## config.mk

```make
export PLATFORM = sky130hd
export DESIGN_NAME = region_bump_allocator
export DESIGN_NICKNAME = d
export VERILOG_FILES = /design/src/hdl/rba_pkg.sv /design/src/hdl/rba_table.sv /design/src/hdl/rba_ctrl.sv /design/src/hdl/region_bump_allocator.sv
export SDC_FILE = /design/constraint.sdc
export NUM_CORES = 2
export LEC_CHECK = 0
export BUFFER_PORTS_ARGS = -buffer_cell sky130_fd_sc_hd__buf_4
export CAP_MARGIN = 20
export CORE_MARGIN = 5
export CORE_UTILIZATION = 40
export CTS_CLUSTER_SIZE = 20
export DETAILED_ROUTE_END_ITERATION = 8
export GPL_TIMING_DRIVEN = 0
export HOLD_SLACK_MARGIN = 0.02
export PLACE_DENSITY_LB_ADDON = 0.3
export RECOVER_POWER = 50
export REMOVE_ABC_BUFFERS = 1
export SYNTH_ARGS = -nofsm -noshare
export SYNTH_HDL_FRONTEND = slang
export SYNTH_SLANG_ARGS = --single-unit
```

## constraint.sdc

```tcl
create_clock -name clock -period 27.7 [get_ports clock]
set_input_delay 1.385 -clock clock [delete_from_list [all_inputs] [get_ports clock]]
set_output_delay 1.385 -clock clock [all_outputs]
set_load 0.05 [all_outputs]
```

## src/hdl/rba_pkg.sv

```systemverilog
// Shared types, constants and helpers for the region bump allocator.
// No dependencies; imported by every module of the block.
package rba_pkg;

   localparam int MAX_REGIONS = 16;
   localparam int IDX_W       = $clog2(MAX_REGIONS);
   localparam int CNT_W       = $clog2(MAX_REGIONS + 1);
   localparam int PTR_W       = 33;
   localparam int SIZE_W      = 34;
   localparam int REQ_W       = 24;
   localparam int MISS_W      = 8;

   localparam logic [REQ_W-1:0]  DEFAULT_SIZE = REQ_W'(512);
   localparam logic [MISS_W-1:0] MISS_SAT     = 8'd255;
   localparam logic [SIZE_W-1:0] MAX_SPAN     = 34'h2_0000_0000;

   localparam logic [1:0] STATUS_OK        = 2'd0;
   localparam logic [1:0] STATUS_FULL      = 2'd1;
   localparam logic [1:0] STATUS_EXHAUSTED = 2'd2;

   localparam logic [1:0] REG_INITIAL_SIZE  = 2'd0;
   localparam logic [1:0] REG_RETIRE_LIMIT  = 2'd1;
   localparam logic [1:0] REG_BACKING_BASE  = 2'd2;
   localparam logic [1:0] REG_BACKING_LIMIT = 2'd3;

   typedef struct packed {
      logic [PTR_W-1:0]  free_ptr;
      logic [PTR_W-1:0]  end_ptr;
      logic [MISS_W-1:0] misses;
   } entry_type;

   typedef struct packed {
      logic [REQ_W-1:0]  initial_size;
      logic [MISS_W-1:0] retire_limit;
      logic [31:0]       backing_base;
      logic [31:0]       backing_limit;
   } cfg_type;

   typedef struct packed {
      logic [31:0] address;
      logic [1:0]  status;
      logic        new_region;
   } result_type;

   function automatic logic span_fits(input logic [PTR_W-1:0]  base,
                                      input logic [SIZE_W-1:0] sz,
                                      input logic [31:0]       limit);
      logic [SIZE_W:0] last_addr;
      last_addr = {2'b00, base} + {1'b0, sz} - 35'd1;
      return (sz != '0) && (sz <= MAX_SPAN) && (last_addr <= {3'b000, limit});
   endfunction

endpackage

```

## src/hdl/rba_table.sv

```systemverilog
// Region table memory: one write port, one read port, registered read data.
// Depends on rba_pkg for the entry type and depth.
module rba_table
   import rba_pkg::*;
(
   input  logic             clock,
   input  logic             wr_en,
   input  logic [IDX_W-1:0] wr_addr,
   input  entry_type        wr_data,
   input  logic [IDX_W-1:0] rd_addr,
   output entry_type        rd_data
);

   entry_type mem_ff [MAX_REGIONS];
   entry_type rd_data_ff;

   always_ff @(posedge clock) begin
      if (wr_en) begin
         mem_ff[wr_addr] <= wr_data;
      end
      rd_data_ff <= mem_ff[rd_addr];
   end

   assign rd_data = rd_data_ff;

endmodule

```

## src/hdl/rba_ctrl.sv

```systemverilog
// Allocation sequencer: rebuild, first-fit walk over the region table, carve,
// and the result register. Depends on rba_pkg and rba_table.
module rba_ctrl
   import rba_pkg::*;
(
   input  logic             clock,
   input  logic             reset,
   input  cfg_type          cfg,
   input  logic             req_tvalid,
   output logic             req_tready,
   input  logic             req_mode,
   input  logic [REQ_W-1:0] req_size,
   output logic             rsp_tvalid,
   input  logic             rsp_tready,
   output result_type       rsp_result
);

   localparam logic [2:0] ST_REBUILD = 3'd0;
   localparam logic [2:0] ST_IDLE    = 3'd1;
   localparam logic [2:0] ST_WALK    = 3'd2;
   localparam logic [2:0] ST_CARVE   = 3'd3;
   localparam logic [2:0] ST_OUT     = 3'd4;

   logic [2:0]       state_ff, state_in;
   logic             silent_ff, silent_in;
   logic             first_ff, first_in;
   logic [IDX_W-1:0] idx_ff, idx_in;
   logic [IDX_W-1:0] head_ff, head_in;
   logic [CNT_W-1:0] count_ff, count_in;
   logic [PTR_W-1:0] next_ff, next_in;
   logic [PTR_W-1:0] last_size_ff, last_size_in;
   logic [REQ_W-1:0] req_ff, req_in;
   result_type       res_ff, res_in;
   logic             rsp_valid_ff, rsp_valid_in;
   result_type       rsp_data_ff, rsp_data_in;

   logic             wr_en;
   logic [IDX_W-1:0] wr_addr;
   entry_type        wr_data;
   logic [IDX_W-1:0] rd_addr;
   entry_type        rd_data;

   logic              req_fire;
   logic [PTR_W-1:0]  room;
   logic              fit;
   logic              last_walk;
   logic              retire;
   logic [SIZE_W-1:0] size2;
   logic [SIZE_W-1:0] req4;
   logic [SIZE_W-1:0] carve_size;
   logic              carve_fits;
   logic [SIZE_W-1:0] first_size;
   logic              init_fits;
   logic [PTR_W-1:0]  base_ext;

   rba_table u_table (
      .clock   (clock),
      .wr_en   (wr_en),
      .wr_addr (wr_addr),
      .wr_data (wr_data),
      .rd_addr (rd_addr),
      .rd_data (rd_data)
   );

   assign req_tready = (state_ff == ST_IDLE);
   assign req_fire   = req_tvalid && req_tready;
   assign rd_addr    = (state_ff == ST_WALK) ? idx_ff + IDX_W'(1) : head_ff;

   assign room      = rd_data.end_ptr - rd_data.free_ptr;
   assign fit       = {{(PTR_W-REQ_W){1'b0}}, req_ff} <= room;
   assign last_walk = ({1'b0, idx_ff} + CNT_W'(1)) >= count_ff;
   assign retire    = first_ff && (rd_data.misses > cfg.retire_limit)
                      && (({1'b0, head_ff} + CNT_W'(1)) < count_ff);

   assign size2      = {last_size_ff, 1'b0};
   assign req4       = {{(SIZE_W-REQ_W-2){1'b0}}, req_ff, 2'b00};
   assign carve_size = (size2 <= {{(SIZE_W-REQ_W){1'b0}}, req_ff}) ? req4 : size2;
   assign carve_fits = span_fits(next_ff, carve_size, cfg.backing_limit);

   assign base_ext   = {1'b0, cfg.backing_base};
   assign first_size = (cfg.initial_size != '0)
                       ? {{(SIZE_W-REQ_W){1'b0}}, cfg.initial_size}
                       : {{(SIZE_W-REQ_W){1'b0}}, DEFAULT_SIZE};
   assign init_fits  = span_fits(base_ext, first_size, cfg.backing_limit);

   always_comb begin
      state_in     = state_ff;
      silent_in    = silent_ff;
      first_in     = first_ff;
      idx_in       = idx_ff;
      head_in      = head_ff;
      count_in     = count_ff;
      next_in      = next_ff;
      last_size_in = last_size_ff;
      req_in       = req_ff;
      res_in       = res_ff;
      rsp_valid_in = rsp_valid_ff && !rsp_tready;
      rsp_data_in  = rsp_data_ff;
      wr_en        = 1'b0;
      wr_addr      = idx_ff;
      wr_data      = rd_data;

      unique case (state_ff)
         ST_REBUILD: begin
            head_in = '0;
            if (init_fits) begin
               wr_en            = 1'b1;
               wr_addr          = '0;
               wr_data.free_ptr = base_ext;
               wr_data.end_ptr  = base_ext + first_size[PTR_W-1:0];
               wr_data.misses   = '0;
               count_in         = CNT_W'(1);
               next_in          = base_ext + first_size[PTR_W-1:0];
               last_size_in     = first_size[PTR_W-1:0];
               res_in           = '{address: cfg.backing_base, status: STATUS_OK,
                                    new_region: 1'b1};
            end else begin
               count_in = '0;
               next_in  = base_ext;
               res_in   = '{address: '0, status: STATUS_EXHAUSTED, new_region: 1'b0};
            end
            state_in  = silent_ff ? ST_IDLE : ST_OUT;
            silent_in = 1'b0;
         end
         ST_IDLE: begin
            if (req_fire) begin
               req_in   = req_size;
               idx_in   = head_ff;
               first_in = 1'b1;
               if (req_mode) begin
                  state_in = ST_REBUILD;
               end else if (count_ff == '0) begin
                  res_in   = '{address: '0, status: STATUS_EXHAUSTED, new_region: 1'b0};
                  state_in = ST_OUT;
               end else begin
                  state_in = ST_WALK;
               end
            end
         end
         ST_WALK: begin
            first_in = 1'b0;
            if (retire) begin
               head_in = head_ff + IDX_W'(1);
            end
            wr_en   = 1'b1;
            wr_addr = idx_ff;
            if (fit) begin
               wr_data.free_ptr = rd_data.free_ptr + {{(PTR_W-REQ_W){1'b0}}, req_ff};
               wr_data.misses   = '0;
               res_in   = '{address: rd_data.free_ptr[31:0], status: STATUS_OK,
                            new_region: 1'b0};
               state_in = ST_OUT;
            end else begin
               if (rd_data.misses != MISS_SAT) begin
                  wr_data.misses = rd_data.misses + MISS_W'(1);
               end
               if (last_walk) begin
                  state_in = ST_CARVE;
               end else begin
                  idx_in = idx_ff + IDX_W'(1);
               end
            end
         end
         ST_CARVE: begin
            if (count_ff >= CNT_W'(MAX_REGIONS)) begin
               res_in = '{address: '0, status: STATUS_FULL, new_region: 1'b0};
            end else if (!carve_fits) begin
               res_in = '{address: '0, status: STATUS_EXHAUSTED, new_region: 1'b0};
            end else begin
               wr_en            = 1'b1;
               wr_addr          = count_ff[IDX_W-1:0];
               wr_data.free_ptr = next_ff + {{(PTR_W-REQ_W){1'b0}}, req_ff};
               wr_data.end_ptr  = next_ff + carve_size[PTR_W-1:0];
               wr_data.misses   = '0;
               next_in          = next_ff + carve_size[PTR_W-1:0];
               last_size_in     = carve_size[PTR_W-1:0];
               count_in         = count_ff + CNT_W'(1);
               res_in           = '{address: next_ff[31:0], status: STATUS_OK,
                                    new_region: 1'b1};
            end
            state_in = ST_OUT;
         end
         ST_OUT: begin
            if (!rsp_valid_ff || rsp_tready) begin
               rsp_valid_in = 1'b1;
               rsp_data_in  = res_ff;
               state_in     = ST_IDLE;
            end
         end
         default: begin
            state_in = ST_IDLE;
         end
      endcase
   end

   always_ff @(posedge clock) begin
      if (reset) begin
         state_ff     <= ST_REBUILD;
         silent_ff    <= 1'b1;
         first_ff     <= 1'b0;
         head_ff      <= '0;
         count_ff     <= '0;
         rsp_valid_ff <= 1'b0;
      end else begin
         state_ff     <= state_in;
         silent_ff    <= silent_in;
         first_ff     <= first_in;
         head_ff      <= head_in;
         count_ff     <= count_in;
         rsp_valid_ff <= rsp_valid_in;
      end
   end

   always_ff @(posedge clock) begin
      idx_ff       <= idx_in;
      next_ff      <= next_in;
      last_size_ff <= last_size_in;
      req_ff       <= req_in;
      res_ff       <= res_in;
      rsp_data_ff  <= rsp_data_in;
   end

   assign rsp_tvalid = rsp_valid_ff;
   assign rsp_result = rsp_data_ff;

endmodule

```

## src/hdl/region_bump_allocator.sv

```systemverilog
// Region bump allocator, top level: control/status registers and the sequencer.
// Depends on rba_pkg and rba_ctrl.
//
// Usage:
//   req_* channel: one beat per allocate (tuser = 0) or release-all (tuser = 1).
//   rsp_* channel: one beat per request with the address, status and new-region flag.
//   csr_* channel: register writes, taken every cycle; write only while idle.
// Path from request beat to response valid, by sequencer state:
//   release: REBUILD, then OUT loads the output register.
//   allocate hitting the k-th walked region (k = 1..16): WALK, then OUT.
//   allocate that walks all n regions from the head and carves: WALK, CARVE, OUT.
//   allocate on an empty table: OUT loads the output register directly.
// The walk examines one region per cycle through the registered read port of the
// region table memory; the next request is taken the cycle after its response is
// loaded into the output register, so requests are handled one at a time.
// Reset: registers take their reset values and the first cycle after reset
// rebuilds region 0; req_tready stays low during that cycle.
// A stalled response holds in the output register; the block takes the next
// request meanwhile and holds its result until the register frees up.
module region_bump_allocator
   import rba_pkg::*;
(
   input  logic        clock,
   input  logic        reset,
   input  logic        req_tvalid,
   output logic        req_tready,
   input  logic [23:0] req_tdata,   // [23:0] request_size
   input  logic        req_tuser,   // [0] mode
   output logic        rsp_tvalid,
   input  logic        rsp_tready,
   output logic [31:0] rsp_tdata,   // [31:0] address
   output logic [2:0]  rsp_tuser,   // [1:0] status, [2] new_region
   input  logic        csr_valid,
   output logic        csr_ready,
   input  logic [1:0]  csr_index,
   input  logic [31:0] csr_data
);

   cfg_type    cfg_ff, cfg_in;
   result_type rsp_result;

   assign csr_ready = 1'b1;

   always_comb begin
      cfg_in = cfg_ff;
      if (csr_valid) begin
         unique case (csr_index)
            REG_INITIAL_SIZE:  cfg_in.initial_size  = csr_data[REQ_W-1:0];
            REG_RETIRE_LIMIT:  cfg_in.retire_limit  = csr_data[MISS_W-1:0];
            REG_BACKING_BASE:  cfg_in.backing_base  = csr_data;
            REG_BACKING_LIMIT: cfg_in.backing_limit = csr_data;
            default:           cfg_in = cfg_ff;
         endcase
      end
   end

   always_ff @(posedge clock) begin
      if (reset) begin
         cfg_ff <= '{initial_size: DEFAULT_SIZE, retire_limit: 8'd8,
                     backing_base: 32'h0, backing_limit: 32'hFFFF_FFFF};
      end else begin
         cfg_ff <= cfg_in;
      end
   end

   rba_ctrl u_ctrl (
      .clock      (clock),
      .reset      (reset),
      .cfg        (cfg_ff),
      .req_tvalid (req_tvalid),
      .req_tready (req_tready),
      .req_mode   (req_tuser),
      .req_size   (req_tdata),
      .rsp_tvalid (rsp_tvalid),
      .rsp_tready (rsp_tready),
      .rsp_result (rsp_result)
   );

   assign rsp_tdata = rsp_result.address;
   assign rsp_tuser = {rsp_result.new_region, rsp_result.status};

endmodule
```

* After elaboration in Yosys (flattened, before gate mapping)
Memory sizes are Yosys's and may differ from the RTL's. A register that Yosys moved wholly into a read port is not among the register bits.
Index checks and enable logic that the tools add are counted.
** Operators by class
- $add $sub $neg :: 15
- Order comparisons :: 10
- Equality and inequality tests :: 20
- Muxes and demuxes :: 60
- Reductions and logical operators :: 34
** Operators with widths (number)
- 35-bit two-way mux :: 7
- 33-bit two-way mux :: 7
- 74-bit two-way mux :: 3
- 33-bit case mux with 2 select lines :: 3
- 35-bit case mux with 4 select lines :: 1
- 33-bit case mux with 3 select lines :: 1
- 35-bit by 32-bit less-or-equal comparator with 1-bit output :: 2
- 35-bit by 1-bit subtractor with 35-bit output, second input constant :: 2
- 34-bit less-or-equal comparator, second input constant :: 2
- 34-bit nonzero test :: 2
- 33-bit by 24-bit adder with 33-bit output :: 2
- 32-bit by 34-bit adder with 35-bit output :: 1
- 33-bit by 34-bit adder with 35-bit output :: 1
- 34-bit by 24-bit less-or-equal comparator with 1-bit output :: 1
- 34-bit two-way mux :: 1
- 32-bit by 33-bit adder with 33-bit output :: 1
- 33-bit adder :: 1
- 24-bit by 33-bit less-or-equal comparator with 1-bit output :: 1
- 33-bit subtractor :: 1
- 4-bit two-way mux :: 8
- 24-bit two-way mux :: 1
- 4-bit case mux with 2 select lines :: 3
- 8-bit case mux with 3 select lines :: 1
- 24-bit nonzero test :: 1
- 37 further kinds :: 85
** Storage, ports and cells
- Register bits :: 275
- RAM bits :: 1184
- Output and inout port bits :: 38
- Logic and storage cells :: 160
- Memories kept :: 1
** Memories
- u_ctrl.u_table.mem_ff :: words 16, width 74, read ports 1, clocked after memory_dff 1, write ports 1, line rba_table.sv:14 : entry_type mem_ff [MAX_REGIONS];

* Longest topological paths before layout
- Word-level depth :: 11
- Gate-level depth with buffers :: 39

* By module
Synthesis repeated with hierarchy kept, for this count alone.
** Unflattened totals
- Cells, all modules :: 5213
- Area, all modules :: 73455.4 sq um
** Modules (own cells, without submodules)
- rba_table :: instances 1, cells an instance 1901, area each 45753.9 sq um, seq. area each 37035.5 sq um
- rba_ctrl :: instances 1, cells an instance 2924, area each 23742.8 sq um, seq. area each 5225.0 sq um
- region_bump_allocator :: instances 1, cells an instance 388, area each 3958.8 sq um, seq. area each 1921.8 sq um

* Worst setup path before layout
OpenSTA, ideal clock, no wires.
- Path type :: register to register
- Start point :: register u_ctrl.req_ff[7]
- End point :: memory u_ctrl.u_table.mem_ff[7][0] (netlist bit) (enable)
- Library setup time :: 0.531 ns
- Arrival :: 10.735 ns
- Required time :: 27.169 ns
- Path slack :: 16.435 ns
- Stages on the path, launching flop included :: 34
- Buffers on the path :: 2
- Period minus slack after synthesis :: 11.265 ns
- Cell sequence :: edfxtp_1 inv_1 ha_1 a211oi_1 nor2_1 a2111oi_0 o211ai_2 nand2_1 inv_2 clkbuf_1 nor2_1 a21oi_1 ha_1 inv_1 ha_1 a211oi_1 o21bai_1 a221oi_1 a21oi_1 a311oi_1 o21bai_1 a21oi_1 xnor2_1 ha_1 or2_2 a311oi_1 a21oi_1 a211o_1 a211oi_1 o211a_1 clkbuf_1 a22o_1 or3b_4 a21oi_1
** On the way
- Longest elaborated chain between the ends :: 11
- Elaborated cells between the ends (all ways) :: 17
- Classes of those cells :: add/sub (2); order compare (3); mux (9); reduce/logical (3)
** Ends and longest elaborated chain
- from (decl) :: line rba_ctrl.sv:32 : logic [REQ_W-1:0] req_ff, req_in;
- from (signal assigned) :: line rba_ctrl.sv:218 : req_ff <= req_in;
- 34-bit by 24-bit less-or-equal comparator with 1-bit output :: line rba_ctrl.sv:77 : assign carve_size = (size2 <= {{(SIZE_W-REQ_W){1'b0}}, req_ff}) ? req4 : size2;
- 34-bit two-way mux (*) :: line rba_ctrl.sv:77
- 33-bit by 34-bit adder with 35-bit output :: line rba_pkg.sv:49 : last_addr = {2'b00, base} + {1'b0, sz} - 35'd1;
- 35-bit by 1-bit subtractor with 35-bit output :: line rba_pkg.sv:49
- 35-bit by 32-bit less-or-equal comparator with 1-bit output :: line rba_pkg.sv:50 : return (sz != '0) && (sz <= MAX_SPAN) && (last_addr <= {3'b000, limit});
- 1-bit logical AND (*) :: line rba_pkg.sv:50
- 1-bit two-way mux :: line rba_ctrl.sv:167 : end else if (!carve_fits) begin
- 1-bit two-way mux :: line rba_ctrl.sv:165 : if (count_ff >= CNT_W'(MAX_REGIONS)) begin
- 1-bit case mux with 3 select lines :: line rba_ctrl.sv:103 : unique case (state_ff)
- 1-bit two-way mux :: line rba_table.sv:18 : if (wr_en) begin
- 1-bit two-way mux (implied by the code) :: line rba_table.sv:19 : mem_ff[wr_addr] <= wr_data;
- to (decl) :: line rba_table.sv:14
Mark *: on every way between the ends. The rest lies on a longest branch, timed or not.

* Final worst setup path
- Start point :: register u_ctrl.req_ff[9]
- End point :: memory u_ctrl.u_table.mem_ff[7][8] (netlist bit) (enable)
Same word-level chain as after synthesis.

==> impl_metrics.csv <==
group,metric,value,unit
final_layout,fin_util,0.4581,
logic_synthesis,synthCells,7003,
clock_tree,cts_tree,"built",
critical_path,reg2reg_depth,39,
global_route,grt_pass1_vias,53000,
final_layout,syn2layout_area_growth,13.99,%
die,die_area,197500,um2
placement,finalWeightedCongestion,0.9530,
route,dr.pass1.iters,8,
clock_tree,cts_buffers,161,
route,routed_wl,234200,um
clock_tree,cts-resized-gates,0,
route,drt-wirelength-per-cell,24.21,um
power_and_ir_drop,p_leak,32.14,nW
die,fp.dieW,444.4,um
route,vias,55620,
critical_path,end_kind,"flip-flop",
critical_path,path_common_cell,"ha_1",
critical_path,cpMaxStageDelayCell,"clkbuf_1",
logic_synthesis,synthDistinctLibCells,91,
outcome,violations,"capacitance limit, slew limit",
timing,slew_headroom,-3.175,
critical_path,max_stage_delay,2180,ps
timing,finalClockSkew,47.76,ps
placement,post_dp_cell_area,81000,um2
outcome,status,"finished, violations left",
timing,hold_ws,411.5,ps
power_and_ir_drop,vdd_drop_max,0.04806,mV
timing,fin_ws,10050,ps
placement,dp.final_hpwl,163500,um
critical_path,crit_start,"u_ctrl.req_ff[9]",
die,rows,159,
timing,grt_setup_unrepaired,"false",
global_route,antenna_found_initial,9,
global_route,grt_max_degree,144,
placement,io_buffers,100,
logic_synthesis,mappedNetlistArea,75480,um2
logic_synthesis,synth.avg_cell_area,10.78,um2
logic_synthesis,ys_warn_count,0,
route,drc,0,
route,drtIter0Drc,5664,
flow_run,drv_cap,27,
critical_path,critPathKind,"flip-flop to flip-flop",
global_route,grt_overflow,0,
critical_path,start_kind,"flip-flop",
clock_tree,clk_pin_slew_worst_paths,60,ps
logic_synthesis,async_reset_ff_frac,0,
logic_synthesis,synth_edf_count,1348,
die,core-area,187800,um2
critical_path,r2r_start,"u_ctrl.req_ff[9]",
final_layout,design_area,86040,um2
route,via_per_inst,5.749,
die,start_util,0.4019,
final_layout,drive_above_1_share,0.06635,
critical_path,worstPathRequired,28210,ps
critical_path,crit_end,"u_ctrl.u_table.mem_ff[7][8]",
critical_path,reg2reg_slack,10050,ps
final_layout,final_nets,7503,
timing,finalCriticalPeriod,17660,ps
timing,fin_crit_sh,0.6374,
global_route,track_usage,0.2290,
timing,hold_viol_final,0,
logic_synthesis,ys.flop_type,"edfxtp_1",
clock_tree,clock-sinks,1533,
timing,worst_pin_slew,6263,ps
logic_synthesis,yosysSeqAreaShare,0.5854,
timing,slew_violations,993,
clock_tree,clock_latency,840,ps
clock_tree,htreeDepth,4,
die,die_h,444.4,um
timing,max_freq,56.64,MHz
timing,finalSetupViolCount,0,
die,ios,102,
worst_hold_path,hold_path_class,"flip-flop to flip-flop",
clock_tree,cts_hold_buf,0,
power_and_ir_drop,p_per_area,68.53,nW/um2
global_route,grt_pass1_wl,342300,um
critical_path,path_max_fanout,58,
clock_tree,clockBufferDepth,3,
logic_synthesis,synth_seq_cells,1533,
critical_path,worstReg2RegEnd,"u_ctrl.u_table.mem_ff[7][8]",
placement,dp_slack,15630,ps
clock_tree,cts_root_buf,"clkbuf_16",
critical_path,crit_arrival,18170,ps
route,drt.antenna.violating_nets,0,
clock_tree,cts_setup_buffers,0,
## power by group
part	leakage (nW)	total [W]	internal (W)	switching (W)
clock	2.74	0.00228	0.00133	0.000950
sequential	13.9	0.00270	0.00264	0.0000560
combinational	15.6	0.000915	0.000309	0.000606
## Yosys cell counts (22+ instances only)
cell type  instances  share of area
a211o_1           47         0.0055
a211oi_1          40         0.0040
a21o_1            80         0.0080
a21oi_1          408          0.027
a221o_1           28         0.0037
a222oi_1          47         0.0062
a311oi_1         227          0.026
a31oi_1           95         0.0079
and3_1           170          0.014
buf_1             22         0.0011
clkbuf_1         355          0.018
dfxtp_1          185          0.049
edfxtp_1        1348           0.54
ha_1             396          0.066
inv_1            430          0.021
mux2i_1           22         0.0029
nand2_1         1544          0.077
nand2b_1          30         0.0025
nand3_1          354          0.023
nand4_1           44         0.0036
nor2_1           259          0.013
nor2b_1           26         0.0022
nor3_1            56         0.0037
nor4_1            30         0.0025
o211ai_1          24         0.0024
o21a_1            34         0.0034
o21ai_0          183          0.012
o21ai_1           24         0.0016
o21bai_1          34         0.0034
xnor2_1          154          0.018
xor2_1            43         0.0050
## area by class of cell
cell class,instances,area [um2]
diodes,5,12.51
clock buffers,222,4583
clock inverters,79,1100
fillers,17080,101800
inverters,433,1634
multi-input cells,4648,28330
flip-flops and latches,1533,44180
well taps,2495,3122
repair buffers,259,3077
## worst max-delay path: cells and delay by family, from the launching register on
| family | cells | cell delay (ps) |
|---|---|---|
| adders and majority gates | 4 | 1560 |
| buffers and inverters | 9 | 5240 |
| AOI/OAI and AO/OA | 17 | 5930 |
| and+or+nand+nor | 8 | 3700 |
| xor gates and xnor gates | 1 | 110 |
| DFF | 1 | 670 |
## layer usage
layer | share of wire | track usage | wire length [um] | vias up
met4 | 0.044 | 0.09880 | 10360 | 4
met5 | 0.00011 | 0 | 26 | -
met3 | 0.065 | 0.03047 | 15190 | 429
met2 | 0.48 | 0.3768 | 111400 | 2098
li1 | - | - | - | 25600
met1 | 0.42 | 0.3048 | 97240 | 27480
## through the flow
step	setup TNS, ps	std cells	power [W]
6_report	0	9674	0.005897
4_1_cts	0	9653	0.005933
3_5_place_dp	0	9352	0.003652
2_1_floorplan	0	6614	0.003317
5_1_grt	0	9672	0.006112
3_3_place_gp	-2658850	9209	0.003624
## registers in the layout (all words and copies together), names as in the netlist, 5 cells and up
| register | flops |
|---|---|
| cfg_ff | 96 |
| u_ctrl.count_ff | 5 |
| u_ctrl.last_size_ff | 33 |
| u_ctrl.next_ff | 33 |
| u_ctrl.req_ff | 24 |
| u_ctrl.res_ff | 35 |
| u_ctrl.rsp_result | 35 |
| u_ctrl.u_table.mem_ff | 1184 |
| u_ctrl.u_table.rd_data | 74 |
## how the worst min path moves through the flow
stage / startpoint / endpoint / slack, ps / depth (start not counted)
after floorplan: u_ctrl.res_ff[0] / u_ctrl.rsp_result[0] / 400 / 0
after global placement: u_ctrl.res_ff[23] / u_ctrl.rsp_result[23] / 410 / 0
after detailed placement: u_ctrl.res_ff[0] / u_ctrl.rsp_result[0] / 400 / 0
after CTS: u_ctrl.res_ff[22] / u_ctrl.rsp_result[22] / 410 / 0
after global routing: u_ctrl.res_ff[22] / u_ctrl.rsp_result[22] / 420 / 0
final: u_ctrl.res_ff[22] / u_ctrl.rsp_result[22] / 410 / 0
## cell families (layout without fill, tap and decap cells)
| kind of cell | after synthesis | in the layout | share of synthesized area |
|---|---|---|---|
| buffers and inverters | 822 | 993 | 0.04134 |
| AO/OA/AOI/OAI | 1422 | 1422 | 0.1293 |
| adder cells (fa/ha/maj) | 403 | 403 | 0.06750 |
| other | 1 | 6 | 0.00004968 |
| flip-flops | 1533 | 1533 | 0.5854 |
| AND/OR/NAND/NOR | 2600 | 2600 | 0.1502 |
| XOR/XNOR | 197 | 197 | 0.02286 |
| multiplexers | 25 | 25 | 0.003365 |
## placed cells by master (no fill, tap or decap), types with 154 or more instances in the layout
master,instances
and3_1,170
nor2_1,247
xnor2_1,154
nand2_1,1543
dfxtp_1,185
nand3_1,354
a311oi_1,227
clkbuf_16,165
inv_1,431
a21oi_1,405
edfxtp_1,1348
ha_1,396
o21ai_0,195
Note: power is estimated with default switching activity, not from simulation.
